## src/sv/gesture_step_sequencer_core_assert.svh

```systemverilog
// Assertion macros for the gesture step sequencer core.
// Included by the top level; no other dependencies.
`ifndef GESTURE_STEP_SEQUENCER_CORE_ASSERT_SVH
`define GESTURE_STEP_SEQUENCER_CORE_ASSERT_SVH
`ifndef ASSERT_OFF
`define GSS_ASSERT_IMP(lbl, clk, rst_n, ante, cons) \
    lbl: assert property (@(posedge clk) disable iff (!rst_n) (ante) |-> (cons)) \
        else $error("assertion failed");
`define GSS_ASSERT_NEXT(lbl, clk, rst_n, ante, cons) \
    lbl: assert property (@(posedge clk) disable iff (!rst_n) (ante) |=> (cons)) \
        else $error("assertion failed");
`else
`define GSS_ASSERT_IMP(lbl, clk, rst_n, ante, cons)
`define GSS_ASSERT_NEXT(lbl, clk, rst_n, ante, cons)
`endif
`endif

```

## src/sv/gss_pkg.sv

```systemverilog
// Shared types, codes and constants of the gesture step sequencer.
// No dependencies.
package gss_pkg;

    typedef enum logic [2:0] {
        ACT_PRESS   = 3'd0,
        ACT_RELEASE = 3'd1,
        ACT_POLAR   = 3'd2,
        ACT_INTEG   = 3'd3,
        ACT_ACCEL   = 3'd4
    } action_t;

    localparam logic [2:0] CFG_OUTER    = 3'd0;
    localparam logic [2:0] CFG_INNER    = 3'd1;
    localparam logic [2:0] CFG_TILT     = 3'd2;
    localparam logic [2:0] CFG_HOLDOFF  = 3'd3;
    localparam logic [2:0] CFG_VELOCITY = 3'd4;

    localparam logic [7:0] OUTER_RST    = 8'd56;
    localparam logic [7:0] INNER_RST    = 8'd16;
    localparam logic [7:0] TILT_RST     = 8'd224;
    localparam logic [7:0] HOLDOFF_RST  = 8'd50;
    localparam logic [6:0] VELOCITY_RST = 7'd100;

    localparam logic [6:0] NOTE_EVEN = 7'd48;
    localparam logic [6:0] NOTE_ODD  = 7'd60;
    localparam logic [6:0] NOTE_LAST = 7'd43;
    localparam logic [6:0] NOTE_MAX  = 7'd127;

    localparam int Y_SHIFT = 12;
    localparam int X_SHIFT = 14;
    localparam int SUM_W   = 22;

    typedef struct packed {
        action_t            action;
        logic [7:0]         radius;
        logic [2:0]         octant;
        logic signed [31:0] value_x;
        logic signed [31:0] value_y;
    } item_t;

    typedef struct packed {
        logic [7:0] outer_radius;
        logic [7:0] inner_radius;
        logic [7:0] tilt_threshold;
        logic [7:0] holdoff_count;
        logic [6:0] velocity;
    } cfg_t;

    typedef struct packed {
        logic       note_on;
        logic [6:0] note;
        logic [6:0] note_velocity;
        logic       clear_integration;
        logic       last;
    } evt_t;

    typedef struct packed {
        evt_t       r0;
        evt_t       r1;
        logic [1:0] nres;
    } pair_t;

    function automatic logic [6:0] reset_note(int idx, int count);
        logic [6:0] n;
        if (idx == count - 1)
            n = NOTE_LAST;
        else if ((idx % 2) == 1)
            n = NOTE_ODD;
        else
            n = NOTE_EVEN;
        return n;
    endfunction

endpackage

```

## src/sv/gss_step_unit.sv

```systemverilog
// Sequencer state and the single-pass logic that turns one event into up to two notes.
// Depends on gss_pkg.
module gss_step_unit #(
    parameter int STEP_COUNT = 8
) (
    input  logic           clk,
    input  logic           rst_n,
    input  logic           fire,
    input  gss_pkg::item_t item,
    input  gss_pkg::cfg_t  cfg,
    output gss_pkg::pair_t pair
);
    import gss_pkg::*;

    localparam int SW = $clog2(STEP_COUNT);

    logic [6:0]    step_notes_reg [STEP_COUNT];
    logic [SW-1:0] cur_step_reg, cur_step_next;
    logic [6:0]    cur_note_reg, cur_note_next;
    logic          recording_reg, recording_next;
    logic [6:0]    base_note_reg, base_note_next;
    logic [7:0]    holdoff_reg, holdoff_next;
    logic          retrig_reg, retrig_next;
    logic          armed_reg, armed_next;
    logic          tbl_we;
    logic [6:0]    tbl_wdata;

    logic [SW-1:0]          sel_step;
    logic [SW-1:0]          nxt_step;
    logic [6:0]             sel_note;
    logic                   oct_ok;
    logic signed [SUM_W-1:0] sum;
    logic [6:0]             tuned;

    function automatic evt_t mk_evt(logic on, logic [6:0] n, logic [6:0] vel, logic clr);
        evt_t e;
        e.note_on           = on;
        e.note              = n;
        e.note_velocity     = on ? vel : 7'd0;
        e.clear_integration = clr;
        e.last              = 1'b0;
        return e;
    endfunction

    assign oct_ok   = 32'(item.octant) < STEP_COUNT;
    assign nxt_step = ((32'(cur_step_reg) + 32'd1) == STEP_COUNT) ? '0 : cur_step_reg + 1'b1;
    assign sel_step = (item.action == ACT_ACCEL) ? nxt_step : SW'(item.octant);
    assign sel_note = step_notes_reg[sel_step];

    assign sum = SUM_W'($signed({1'b0, base_note_reg}))
               + SUM_W'(item.value_y >>> Y_SHIFT)
               + SUM_W'(item.value_x >>> X_SHIFT);

    always_comb
    begin
        if (sum[SUM_W-1])
            tuned = 7'd0;
        else if (|sum[SUM_W-2:7])
            tuned = NOTE_MAX;
        else
            tuned = sum[6:0];
    end

    always_comb
    begin
        logic [7:0] h;
        h              = holdoff_reg;
        cur_step_next  = cur_step_reg;
        cur_note_next  = cur_note_reg;
        recording_next = recording_reg;
        base_note_next = base_note_reg;
        retrig_next    = retrig_reg;
        armed_next     = armed_reg;
        tbl_we         = 1'b0;
        tbl_wdata      = tuned;
        pair.r0        = mk_evt(1'b0, cur_note_reg, cfg.velocity, 1'b0);
        pair.r1        = mk_evt(1'b1, sel_note, cfg.velocity, 1'b0);
        pair.nres      = 2'd0;
        case (item.action)
            ACT_PRESS:
            begin
                recording_next = 1'b1;
                base_note_next = cur_note_reg;
                pair.r0        = mk_evt(1'b0, cur_note_reg, cfg.velocity, 1'b1);
                pair.nres      = 2'd1;
            end
            ACT_RELEASE:
            begin
                recording_next = 1'b0;
                h              = 8'd0;
            end
            ACT_POLAR:
            begin
                if (!recording_reg)
                begin
                    if (item.radius > cfg.outer_radius)
                    begin
                        armed_next = 1'b1;
                        if (oct_ok)
                        begin
                            if (sel_step != cur_step_reg)
                            begin
                                cur_step_next = sel_step;
                                cur_note_next = sel_note;
                                pair.nres     = 2'd2;
                            end
                            else if (retrig_reg)
                            begin
                                retrig_next = 1'b0;
                                pair.r0     = mk_evt(1'b1, cur_note_reg, cfg.velocity, 1'b0);
                                pair.nres   = 2'd1;
                            end
                        end
                    end
                    else if (item.radius < cfg.inner_radius)
                    begin
                        if (armed_reg)
                            pair.nres = 2'd1;
                        retrig_next = 1'b1;
                        armed_next  = 1'b0;
                    end
                end
            end
            ACT_INTEG:
            begin
                if (recording_reg && tuned != cur_note_reg)
                begin
                    tbl_we        = 1'b1;
                    cur_note_next = tuned;
                    pair.r1       = mk_evt(1'b1, tuned, cfg.velocity, 1'b0);
                    pair.nres     = 2'd2;
                end
            end
            ACT_ACCEL:
            begin
                if (item.value_y[7:0] > cfg.tilt_threshold && holdoff_reg == 8'd0)
                begin
                    cur_step_next = nxt_step;
                    cur_note_next = sel_note;
                    pair.nres     = 2'd2;
                    h             = cfg.holdoff_count;
                end
                if (h != 8'd0)
                    h = h - 8'd1;
            end
            default:
            begin
                pair.nres = 2'd0;
            end
        endcase
        holdoff_next = h;
        if (pair.nres == 2'd1)
            pair.r0.last = 1'b1;
        if (pair.nres == 2'd2)
            pair.r1.last = 1'b1;
    end

    always_ff @(posedge clk or negedge rst_n)
    begin
        if (!rst_n)
        begin
            for (int i = 0; i < STEP_COUNT; i++)
                step_notes_reg[i] <= reset_note(i, STEP_COUNT);
            cur_step_reg  <= '0;
            cur_note_reg  <= reset_note(0, STEP_COUNT);
            recording_reg <= 1'b0;
            base_note_reg <= 7'd0;
            holdoff_reg   <= 8'd0;
            retrig_reg    <= 1'b0;
            armed_reg     <= 1'b0;
        end
        else if (fire)
        begin
            if (tbl_we)
                step_notes_reg[cur_step_reg] <= tbl_wdata;
            cur_step_reg  <= cur_step_next;
            cur_note_reg  <= cur_note_next;
            recording_reg <= recording_next;
            base_note_reg <= base_note_next;
            holdoff_reg   <= holdoff_next;
            retrig_reg    <= retrig_next;
            armed_reg     <= armed_next;
        end
    end

endmodule

```

## src/sv/gss_out_queue.sv

```systemverilog
// Two-entry result register that holds the notes of one event and streams them out.
// Depends on gss_pkg.
module gss_out_queue (
    input  logic           clk,
    input  logic           rst_n,
    input  logic           load,
    input  gss_pkg::pair_t pair,
    input  logic           pop,
    output logic           valid,
    output logic           free,
    output logic [1:0]     count,
    output gss_pkg::evt_t  head
);
    import gss_pkg::*;

    logic [1:0] cnt_reg, cnt_next;
    evt_t       head_reg, head_next;
    evt_t       tail_reg, tail_next;

    assign valid = cnt_reg != 2'd0;
    assign free  = (cnt_reg == 2'd0) || (cnt_reg == 2'd1 && pop);
    assign count = cnt_reg;
    assign head  = head_reg;

    always_comb
    begin
        cnt_next  = cnt_reg;
        head_next = head_reg;
        tail_next = tail_reg;
        if (load)
        begin
            cnt_next  = pair.nres;
            head_next = pair.r0;
            tail_next = pair.r1;
        end
        else if (pop && valid)
        begin
            cnt_next  = cnt_reg - 2'd1;
            head_next = tail_reg;
        end
    end

    always_ff @(posedge clk or negedge rst_n)
    begin
        if (!rst_n)
            cnt_reg <= 2'd0;
        else
            cnt_reg <= cnt_next;
    end

    always_ff @(posedge clk)
    begin
        head_reg <= head_next;
        tail_reg <= tail_next;
    end

endmodule

```

## src/sv/gesture_step_sequencer_core.sv

```systemverilog
// Top level of the gesture step sequencer: input register, settings, step unit, result queue.
// Depends on gss_pkg, gss_step_unit, gss_out_queue and the assertion header.
//
//  channel   direction  handshake          payload
//  s_*       in         s_tvalid/s_tready  s_tuser action, s_tdata stick and tilt values
//  m_*       out        m_tvalid/m_tready  m_tdata note event, m_tlast final event
//  cfg_*     in         cfg_wr_en          cfg_index, cfg_data
//
// An event is held in the input register and resolved combinationally into zero, one or
// two notes, which leave the result queue one per cycle while m_tready is high.
// The queue sets the rate: with m_tready high, one event per cycle if it yields at most one
// note; a two-note event holds up the next. Reset is asynchronous and active low and
// restores the note table and settings. A stalled m_tready backs up into s_tready.
`include "gesture_step_sequencer_core_assert.svh"
module gesture_step_sequencer_core #(
    parameter int STEP_COUNT = 8
) (
    input  logic        clk,
    input  logic        rst_n,
    input  logic        s_tvalid,
    output logic        s_tready,
    input  logic [2:0]  s_tuser,   // action
    input  logic [79:0] s_tdata,   // radius, octant, value_x, value_y, zero fill
    output logic        m_tvalid,
    input  logic        m_tready,
    output logic [15:0] m_tdata,   // note_on, note, note_velocity, clear_integration
    output logic        m_tlast,
    input  logic        cfg_wr_en,
    input  logic [2:0]  cfg_index,
    input  logic [7:0]  cfg_data
);
    import gss_pkg::*;

    logic  in_valid_reg, in_valid_next;
    item_t item_reg;
    cfg_t  cfg_reg;
    logic  fire;
    logic  s_accept;
    logic  q_free;
    logic [1:0] q_count;
    pair_t pair;
    evt_t  head;

    assign fire     = in_valid_reg && q_free;
    assign s_tready = !in_valid_reg || fire;
    assign s_accept = s_tvalid && s_tready;

    always_comb
    begin
        in_valid_next = in_valid_reg;
        if (s_accept)
            in_valid_next = 1'b1;
        else if (fire)
            in_valid_next = 1'b0;
    end

    always_ff @(posedge clk or negedge rst_n)
    begin
        if (!rst_n)
            in_valid_reg <= 1'b0;
        else
            in_valid_reg <= in_valid_next;
    end

    always_ff @(posedge clk)
    begin
        if (s_accept)
        begin
            item_reg.action  <= action_t'(s_tuser);
            item_reg.radius  <= s_tdata[7:0];
            item_reg.octant  <= s_tdata[10:8];
            item_reg.value_x <= s_tdata[42:11];
            item_reg.value_y <= s_tdata[74:43];
        end
    end

    always_ff @(posedge clk or negedge rst_n)
    begin
        if (!rst_n)
        begin
            cfg_reg.outer_radius   <= OUTER_RST;
            cfg_reg.inner_radius   <= INNER_RST;
            cfg_reg.tilt_threshold <= TILT_RST;
            cfg_reg.holdoff_count  <= HOLDOFF_RST;
            cfg_reg.velocity       <= VELOCITY_RST;
        end
        else if (cfg_wr_en)
        begin
            unique case (cfg_index)
                CFG_OUTER:    cfg_reg.outer_radius   <= cfg_data;
                CFG_INNER:    cfg_reg.inner_radius   <= cfg_data;
                CFG_TILT:     cfg_reg.tilt_threshold <= cfg_data;
                CFG_HOLDOFF:  cfg_reg.holdoff_count  <= cfg_data;
                CFG_VELOCITY: cfg_reg.velocity       <= cfg_data[6:0];
                default:      cfg_reg                <= cfg_reg;
            endcase
        end
    end

    gss_step_unit #(
        .STEP_COUNT(STEP_COUNT)
    ) u_step (
        .clk  (clk),
        .rst_n(rst_n),
        .fire (fire),
        .item (item_reg),
        .cfg  (cfg_reg),
        .pair (pair)
    );

    gss_out_queue u_queue (
        .clk  (clk),
        .rst_n(rst_n),
        .load (fire),
        .pair (pair),
        .pop  (m_tready),
        .valid(m_tvalid),
        .free (q_free),
        .count(q_count),
        .head (head)
    );

    assign m_tdata = {head.clear_integration, head.note_velocity, head.note, head.note_on};
    assign m_tlast = head.last;

    `GSS_ASSERT_IMP(a_pair_head_not_last, clk, rst_n, q_count == 2'd2, !m_tlast)
    `GSS_ASSERT_IMP(a_full_blocks_fire, clk, rst_n, q_count == 2'd2, !fire)
    `GSS_ASSERT_IMP(a_stall_means_busy, clk, rst_n, !s_tready, in_valid_reg && !q_free)
    `GSS_ASSERT_NEXT(a_accept_fills_input, clk, rst_n, s_accept, in_valid_reg)

endmodule
```

## config.mk

```make
export PLATFORM = sky130hd
export DESIGN_NAME = gesture_step_sequencer_core
export DESIGN_NICKNAME = d
export VERILOG_FILES = /design/src/sv/gss_pkg.sv /design/src/sv/gss_step_unit.sv /design/src/sv/gss_out_queue.sv /design/src/sv/gesture_step_sequencer_core.sv
export VERILOG_INCLUDE_DIRS = /design/src /design/src/sv
export SDC_FILE = /design/constraint.sdc
export NUM_CORES = 1
export LEC_CHECK = 0
export BUFFER_PORTS_ARGS = -buffer_cell sky130_fd_sc_hd__buf_4
export CELL_PAD_IN_SITES_DETAIL_PLACEMENT = 1
export CELL_PAD_IN_SITES_GLOBAL_PLACEMENT = 1
export CORE_ASPECT_RATIO = 2
export CORE_UTILIZATION = 27
export CTS_BUF_LIST = sky130_fd_sc_hd__clkbuf_8 sky130_fd_sc_hd__clkbuf_16
export DETAILED_ROUTE_END_ITERATION = 7
export PLACE_DENSITY_LB_ADDON = 0.05
export SYNTH_ARGS = -nofsm -noshare
export SYNTH_HDL_FRONTEND = slang
export SYNTH_HIERARCHICAL = 1
export SYNTH_SLANG_ARGS = --single-unit
```

## constraint.sdc

```tcl
create_clock -name clk -period 4.8 [get_ports clk]
set_clock_uncertainty 0.05 [all_clocks]
set_input_delay 0.72 -clock clk [delete_from_list [all_inputs] [get_ports clk]]
set_output_delay 0.72 -clock clk [all_outputs]
set_load 0.02 [all_outputs]
```

==> flow_summary.ini, run 1 <==
[drt]
vias = 8056
via_per_inst = 4.79
drt_first_pass_iters = 5
ant_nets = 0
first_iter_violations = 200
wirelength_mm = 35.7
post_drt_wl_per_cell_um = 21.2
drcViolationCount = 0

[global_route]
overflow = 0
grt_usage_pct = 16.3
grt_pass1_wl_mm = 54.0
grt_pass1_vias = 9081
grt_max_degree = 65
antenna_found_initial = 0

[synthesis]
synth.avg_cell_area_um2 = 11.9
synthesis.area_um2 = 11900
syn-num-nets = 1162
syn_inst = 994
yosys_warnings = 6

[layout]
layout-area-overhead-vs-synth_pct = 22.0
antennaDiodeCount = 0
fillerInstances = 4700
fin_nets = 1283
largest_reg_flops = 60
layout-drive-gt1-share_pct = 33.4

[critical_path]
worstPathMaxFanout = 8
crit_family = compound AO/OA/AOI/OAI gates
cp_num_buf_inv = 4
crit_path_start_kind = flop
cp.arrival_ps = 5010
cpPeakStageDelay_ps = 560
endpoint_kind = flop
cp_slowest_cell = fa_1
worstPathCellList = fa_1, ha_2, inv_2, fa_2, nand2b_4, a211oi_4, o211ai_1, a31oi_2, mux2i_2, and3_4, a221oi_2, a211oi_4, buf_12, buf_6, nor4b_4, buf_12, mux2_4
crit_required_ps = 5160
critical_path_class = reg -> reg

[timing]
setup_viol = 0
min_period_ps = 4650
worst_slew_margin_rel_pct = 38.8
rsz0062_at_grt = true
hold_violations = 0
worst_slew_pin_slew_ps = 918
whs_ps = 242
max_freq_ghz = 0.215
slew_viol_final = 0
fin_setup_tns_ps = 0
setup_slack_ps = 150
period_share_pct = 96.9

[clock_network]
cts_max_level = 1
cts_buffers = 25
clock_latency_ps = 540
cts.sinks = 220
root_buffer = clkbuf_16
cts_tree = built
clockBufferDepth = 3
cts_hold_buf = 0
clkTransAtPathRegs_ps = 60

[placed_design]
io_buffers = 94
gp_congestion = 0.763
hpwl_mm = 27.2
preCtsSetupSlack_ps = -52.3

[run]
max_cap_viol_count = 0

[die]
die_w_um = 150
fp-row-count = 108
io_pins = 118
die_h_um = 299
design.die.area_um2 = 44900
coreArea_um2 = 43400
initial_core_util_pct = 27.4

[power]
leakage_nw = 6.03
p_per_area_nw_per_um2 = 593
power_w = 0.00858
ir_drop_uv = 276

[run_status]
status = finished clean

[worst_hold_path]
hold_path_class = in -> async
## repair_timing
| item | 4_1_cts | 5_1_grt |
|---|---|---|
| endpoints found under the setup margin | 35 | 63 |
| pin swaps | 1 | 14 |
| endpoints found under the hold margin | 0 | 0 |
| setup buffers | 0 | 5 |
| gates resized for setup | 2 | 20 |
## metrics by stage
step           std cells  utilization, %  cell area [µm²]
6_report            1683            33.4            14500
5_1_grt             1683            33.4            14500
4_1_cts             1678            33.2            14400
3_5_place_dp        1633            31.3            13600
3_3_place_gp        1633            31.3            13600
2_1_floorplan        994               -            11900
## power by group
part           leakage, nW  switching [W]  internal (W)
clock network        0.411       0.000792       0.00112
logic                 3.16        0.00216       0.00162
registers             2.46       0.000307       0.00258
total                 6.03        0.00326       0.00532
## cells in the final DEF (no fill, tap or decap), types with 8 or more instances in the layout
| cell type | count |
|---|---|
| o21a_1 | 8 |
| nand2b_1 | 13 |
| xnor2_1 | 11 |
| mux2_2 | 104 |
| a311oi_1 | 9 |
| nor2_1 | 42 |
| a31oi_1 | 8 |
| nand2_1 | 110 |
| edfxtp_1 | 94 |
| buf_12 | 17 |
| nand3_1 | 25 |
| clkbuf_16 | 25 |
| and3_1 | 16 |
| mux2_4 | 24 |
| o31a_1 | 8 |
| nor3_1 | 13 |
| dfrtp_1 | 87 |
| o22ai_1 | 11 |
| o21ai_0 | 24 |
| buf_4 | 118 |
| dfstp_2 | 39 |
| a21oi_1 | 39 |
| nor2b_1 | 9 |
| inv_1 | 56 |
| ha_1 | 60 |
| a21o_1 | 17 |
## cell type report
cell class                      count  area (µm²)  area share (%)
Sequential cell                   220        6020            41.6
Multi-Input combinational cell    680        5530            38.2
Timing Repair Buffer              136        1240            8.54
Tap cell                          550         688            4.75
Clock buffer                       26         639            4.41
Inverter                           52         195            1.35
Clock inverter                     19         168            1.16
## per-layer routing
| layer | part of all wire, % | global-route usage (%) | vias up |
|---|---|---|---|
| met5 | 0 | 0 | - |
| met4 | 4.7 | 7.34 | 0 |
| met3 | 2.3 | 1.59 | 55 |
| met2 | 62 | 35.3 | 122 |
| met1 | 31 | 14.0 | 4018 |
| li1 | - | - | 3861 |
## path summary, 6_finish.rpt
path	from	end	slack (ps)	cells past startpoint
max	item_reg[47]	u_step/step_notes_reg[7]	150	17
min	rst_n	cfg_reg[16]	240	1
max reg2reg	item_reg[47]	u_step/step_notes_reg[7]	150	17
min reg2reg	cfg_reg[0]	u_queue/tail_reg[2]	410	0
max in group asynchronous	rst_n	cfg_reg[36]	3540	2
min in group clk	s_tdata[6]	item_reg[73]	310	1
## worst register-to-register path: stages, from the launching register on
cell and delay [ps]:
edfxtp_1 400, fa_1 560, ha_2 190, inv_2 40, fa_2 370, nand2b_4 170
a211oi_4 290, o211ai_1 300, a31oi_2 350, mux2i_2 130, and3_4 220, a221oi_2 320
a211oi_4 90, buf_12 160, buf_6 120, nor4b_4 310, buf_12 180, mux2_4 300
(Power assumes the default switching activity.)
==> run 2: changes to the inputs <==
--- a/config.mk
+++ b/config.mk
@@ -13,7 +13,7 @@
 export CORE_UTILIZATION = 27
 export CTS_BUF_LIST = sky130_fd_sc_hd__clkbuf_8 sky130_fd_sc_hd__clkbuf_16
 export DETAILED_ROUTE_END_ITERATION = 7
-export PLACE_DENSITY_LB_ADDON = 0.05
+export PLACE_DENSITY = 0.5
 export SYNTH_ARGS = -nofsm -noshare
 export SYNTH_HDL_FRONTEND = slang
 export SYNTH_HIERARCHICAL = 1
==> flow_summary.ini, run 2 (same netlist as run 1, synthesis figures left out) <==
[placed_design]
hpwl_mm = 26.3
gp_congestion = 0.780
preCtsSetupSlack_ps = -26.0
io_buffers = 94

[critical_path]
endpoint_kind = flop
crit_path_start_kind = flop
cp_slowest_cell = fa_1
crit_required_ps = 5160
cp_num_buf_inv = 5
worstPathCellList = fa_1, ha_1, inv_1, fa_2, nand2b_4, a211oi_4, o211ai_1, a31oi_2, buf_4, mux2i_1, o2111a_2, nand3_2, a211oi_4, buf_12, buf_4, nor3_4, buf_12, mux2_4
crit_family = compound AO/OA/AOI/OAI gates
critical_path_class = reg -> reg
worstPathMaxFanout = 8
cpPeakStageDelay_ps = 560
cp.arrival_ps = 4940

[layout]
multi_input_area_um2 = 5490
fillerInstances = 4694
final_common_cell = buf_4
layout-area-overhead-vs-synth_pct = 20.3
utilization_pct = 32.9
largest_reg_flops = 60
layout-drive-gt1-share_pct = 32.6
layout_common_cells = buf_4 (129), nand2_1 (110), mux2_2 (106)
seqCellArea_um2 = 6020
fin_nets = 1285
antennaDiodeCount = 0

[global_route]
grt_pass1_vias = 9280
antenna_found_initial = 0
met1_usage_pct = 14.4
grt_usage_pct = 15.7
overflow = 0
grt_max_degree = 58
grtUsageMet3_pct = 1.83
grt_pass1_wl_mm = 52.9
busiest_layer = met2
use_met2_pct = 33.7

[clock_network]
root_buffer = clkbuf_16
cts_max_level = 1
clockBufferDepth = 3
clock_latency_ps = 540
cts_hold_buf = 0
cts.sinks = 220
clkTransAtPathRegs_ps = 60
cts_tree = built
cts_buffers = 23

[timing]
setup_slack_ps = 219
whs_ps = 228
worst_slew_pin_slew_ps = 866
slew_viol_final = 0
setup_viol = 0
min_period_ps = 4580
worst_slew_margin_rel_pct = 41.5
max_freq_ghz = 0.218
rsz0062_at_grt = false
period_share_pct = 95.4
hold_violations = 0

[die]
io_pins = 118
design.die.area_um2 = 44900
die_w_um = 150
fp-row-count = 108
die_h_um = 299
coreArea_um2 = 43400
initial_core_util_pct = 27.4

[power]
ir_drop_uv = 283
power.share.clock_pct = 20.7
p_per_area_nw_per_um2 = 581
power_frac_seq_pct = 34.8
leakage_nw = 5.98
internal_power_w = 0.00512
switching_share_pct = 38.3
power.switching_w = 0.00318
combPwrFrac_pct = 44.6
power_w = 0.00831

[drt]
wirelength_mm = 34.3
vias = 8135
first_iter_violations = 239
drt_first_pass_iters = 4
drcViolationCount = 0
post_drt_wl_per_cell_um = 20.4
ant_nets = 0
via_per_inst = 4.83

[worst_hold_path]
hold_path_class = in -> async

[run]
max_cap_viol_count = 0

[run_status]
status = finished clean
## run 2: cell count changes in the layout (fill, tap and decap cells not counted), sizes merged
cell      previous run  this run
clkbuf              26        25
bufinv               3         1
buf                136       140
clkinv               9         7
clkinvlp             2         0
inv                 57        61
## run 2: repair_timing
item	in CTS	in global routing
gates cloned	0	0
pin swaps	0	6
resized for setup	1	9
buffers inserted	0	1
endpoints found under the setup margin	28	71
## run 2: power groups by stage
stage	Clock, W	Combinational [W]	Sequential (W)
after CTS	0.00180	0.00374	0.00290
final	0.00172	0.00370	0.00289
after global placement	0	0.00366	0.00291
after detailed placement	0	0.00372	0.00293
after floorplan	0	0.00231	0.00290
after global routing	0.00185	0.00408	0.00296
## run 2: layer usage
layer	wire (µm)	vias up
met4	690	0
met2	21100	123
met3	959	38
met5	0	-
met1	11600	4108
li1	-	3866
## run 2: per-stage QoR
stage / cell area, µm² / instances / setup TNS, ps
after floorplan: 11900 / 994 / 0
after global placement: 13500 / 1641 / 0
after detailed placement: 13500 / 1641 / -227
after CTS: 14200 / 1683 / 0
after global routing: 14300 / 1684 / 0
final: 14300 / 1684 / 0
## run 2: path summary, 6_finish.rpt
path | startpoint | to | cells past startpoint | slack, ps
max in group asynchronous | rst_n | cfg_reg[27] | 2 | 3430
min in group clk | s_tdata[58] | item_reg[15] | 1 | 300
max reg2reg | item_reg[13] | u_step/step_notes_reg[52] | 18 | 220
max | item_reg[13] | u_step/step_notes_reg[52] | 18 | 220
min reg2reg | cfg_reg[1] | u_queue/tail_reg[3] | 0 | 420
min | rst_n | u_step/step_notes_reg[13] | 1 | 230
## run 2: cell type report
type / count / share of cell area, %
clock buffer: 25 / 4.22
tap: 550 / 4.82
sequential: 220 / 42.2
timing repair buffer: 140 / 8.32
multi-input combinational: 680 / 38.4
inverter: 52 / 1.37
clock inverter: 17 / 0.692
==> run 3: changes to the inputs <==
--- a/config.mk
+++ b/config.mk
@@ -13,7 +13,7 @@
 export CORE_UTILIZATION = 27
 export CTS_BUF_LIST = sky130_fd_sc_hd__clkbuf_8 sky130_fd_sc_hd__clkbuf_16
 export DETAILED_ROUTE_END_ITERATION = 7
-export PLACE_DENSITY = 0.5
+export PLACE_DENSITY = 0.51
 export SYNTH_ARGS = -nofsm -noshare
 export SYNTH_HDL_FRONTEND = slang
 export SYNTH_HIERARCHICAL = 1
==> constraint.sdc (replaced) <==
create_clock -name clk -period 3.9 [get_ports clk]
set_clock_uncertainty 0.05 [all_clocks]
set_input_delay 0.585 -clock clk [delete_from_list [all_inputs] [get_ports clk]]
set_output_delay 0.585 -clock clk [all_outputs]
set_load 0.02 [all_outputs]
==> flow_summary.ini, run 3 (same netlist as run 1, synthesis figures left out) <==
[global_route]
overflow = 0
grt_max_degree = 83
grt_usage_pct = 16.4
antenna_found_initial = 0
grt_pass1_vias = 9664
grt_pass1_wl_mm = 54.9

[layout]
antennaDiodeCount = 0
fin_nets = 1363
layout_common_cells = buf_4 (192), nand2_1 (110), edfxtp_1 (94)
largest_reg_flops = 60
layout-area-overhead-vs-synth_pct = 28.6
final_common_cell = buf_4
multi_input_area_um2 = 5680
final_cells = 1764
utilization_pct = 35.2
seqCellArea_um2 = 6020
layout-drive-gt1-share_pct = 38.1
fillerInstances = 4679

[placed_design]
hpwl_mm = 27.7
io_buffers = 94
preCtsSetupSlack_ps = -917
place_inst = 1706
gp_congestion = 0.815

[critical_path]
rr_worst_depth = 17
r2r_start = item_reg[13]
r2r-end = u_step/step_notes_reg[38]
cp.arrival_ps = 4770
crit_required_ps = 4280
rrSetupSlack_ps = -480
worstPathMaxFanout = 6
endpoint_kind = flop
crit_path_start_kind = flop
critical_path_class = reg -> reg

[timing]
worst_slew_pin_slew_ps = 813
rsz0062_at_grt = true
setup_slack_ps = -485
min_period_ps = 4380
whs_ps = 14.2
max_freq_ghz = 0.228
slew_viol_final = 0
setup_viol = 72
hold_violations = 0
worst_slew_margin_rel_pct = 45.6
period_share_pct = 112

[die]
design.die.area_um2 = 44900
fp-row-count = 108
die_h_um = 299
die_w_um = 150
coreArea_um2 = 43400
initial_core_util_pct = 27.4
io_pins = 118

[worst_hold_path]
hold_path_class = in -> async

[drt]
drcViolationCount = 0
vias = 8562
via_per_inst = 4.85
post_drt_wl_per_cell_um = 20.5
wirelength_mm = 36.2
drt_first_pass_iters = 4
ant_nets = 0
first_iter_violations = 185

[run_status]
violations = negative setup slack
status = complete, but fails checks

[power]
power.share.clock_pct = 21.8
internal_power_w = 0.00713
ir_drop_uv = 357
p_per_area_nw_per_um2 = 745
switching_share_pct = 37.3
leakage_nw = 6.50
combPwrFrac_pct = 47.0
power_frac_seq_pct = 31.2
power.switching_w = 0.00424

[clock_network]
cts_hold_buf = 0
cts_buffers = 25
root_buffer = clkbuf_16
cts.sinks = 220
cts_max_level = 1
clock_latency_ps = 550
clkTransAtPathRegs_ps = 60
cts_tree = built
clockBufferDepth = 3

[run]
max_cap_viol_count = 0
## run 3: power by group through the flow
stage,logic [W],clock network (W),registers (W)
after global routing,0.00580,0.00264,0.00362
final,0.00535,0.00248,0.00355
after CTS,0.00539,0.00258,0.00356
after floorplan,0.00290,0,0.00357
after global placement,0.00512,0,0.00358
after detailed placement,0.00520,0,0.00360
## run 3: worst max path at each step
stage	from	to	slack [ps]	cells past startpoint
after global placement	item_reg[17]	u_step/step_notes_reg[14]	-790	14
final	item_reg[13]	u_step/step_notes_reg[38]	-480	17
after CTS	u_step/base_note_reg[1]	u_step/step_notes_reg[42]	-560	18
after detailed placement	item_reg[13]	u_step/step_notes_reg[42]	-920	17
after floorplan	item_reg[13]	u_step/step_notes_reg[10]	-370	15
after global routing	item_reg[13]	u_step/step_notes_reg[20]	-750	17
## run 3: per-layer routing
metal	global-route usage (%)	vias up	share of wire (%)
met3	1.65	68	2.5
met5	0	-	0
met4	6.33	0	3.6
li1	-	4021	-
met2	35.6	143	62
met1	14.3	4330	32
## run 3: area by class of cell
cell class                 count  area share (%)
timing repair buffer         216            12.0
inverter                      52            1.28
sequential                   220            39.5
tap                          550            4.51
clock inverter                19            1.29
multi-input combinational    680            37.2
clock buffer                  27            4.28
## run 3: worst max-delay path, stage by stage (launching register included)
cell      delay (ps)
edfxtp_1         410
fa_1             560
ha_2             190
inv_2             40
fa_2             340
nand2b_4         150
a211oi_2         210
buf_4            160
o211ai_1         170
a31oi_2          300
mux2i_1          210
o2111a_2         250
a21o_1           160
a211oi_4          80
buf_6            170
nor4b_4          320
buf_12           180
mux2_4           300
## run 3: repair_timing
action / CTS / global route
pin swaps: 15 / 16
gates cloned: 1 / 1
setup endpoints to repair: 72 / 72
setup buffers: 7 / 8
resized for setup: 48 / 22
## run 3: stage by stage
stage	TNS, ps	area (µm²)	total power [W]
2_1_floorplan	-15380	11900	0.00647
3_3_place_gp	-51880	14100	0.00871
3_5_place_dp	-59650	14100	0.00880
4_1_cts	-36680	15200	0.0115
5_1_grt	-49750	15300	0.0121
6_report	-30660	15300	0.0114
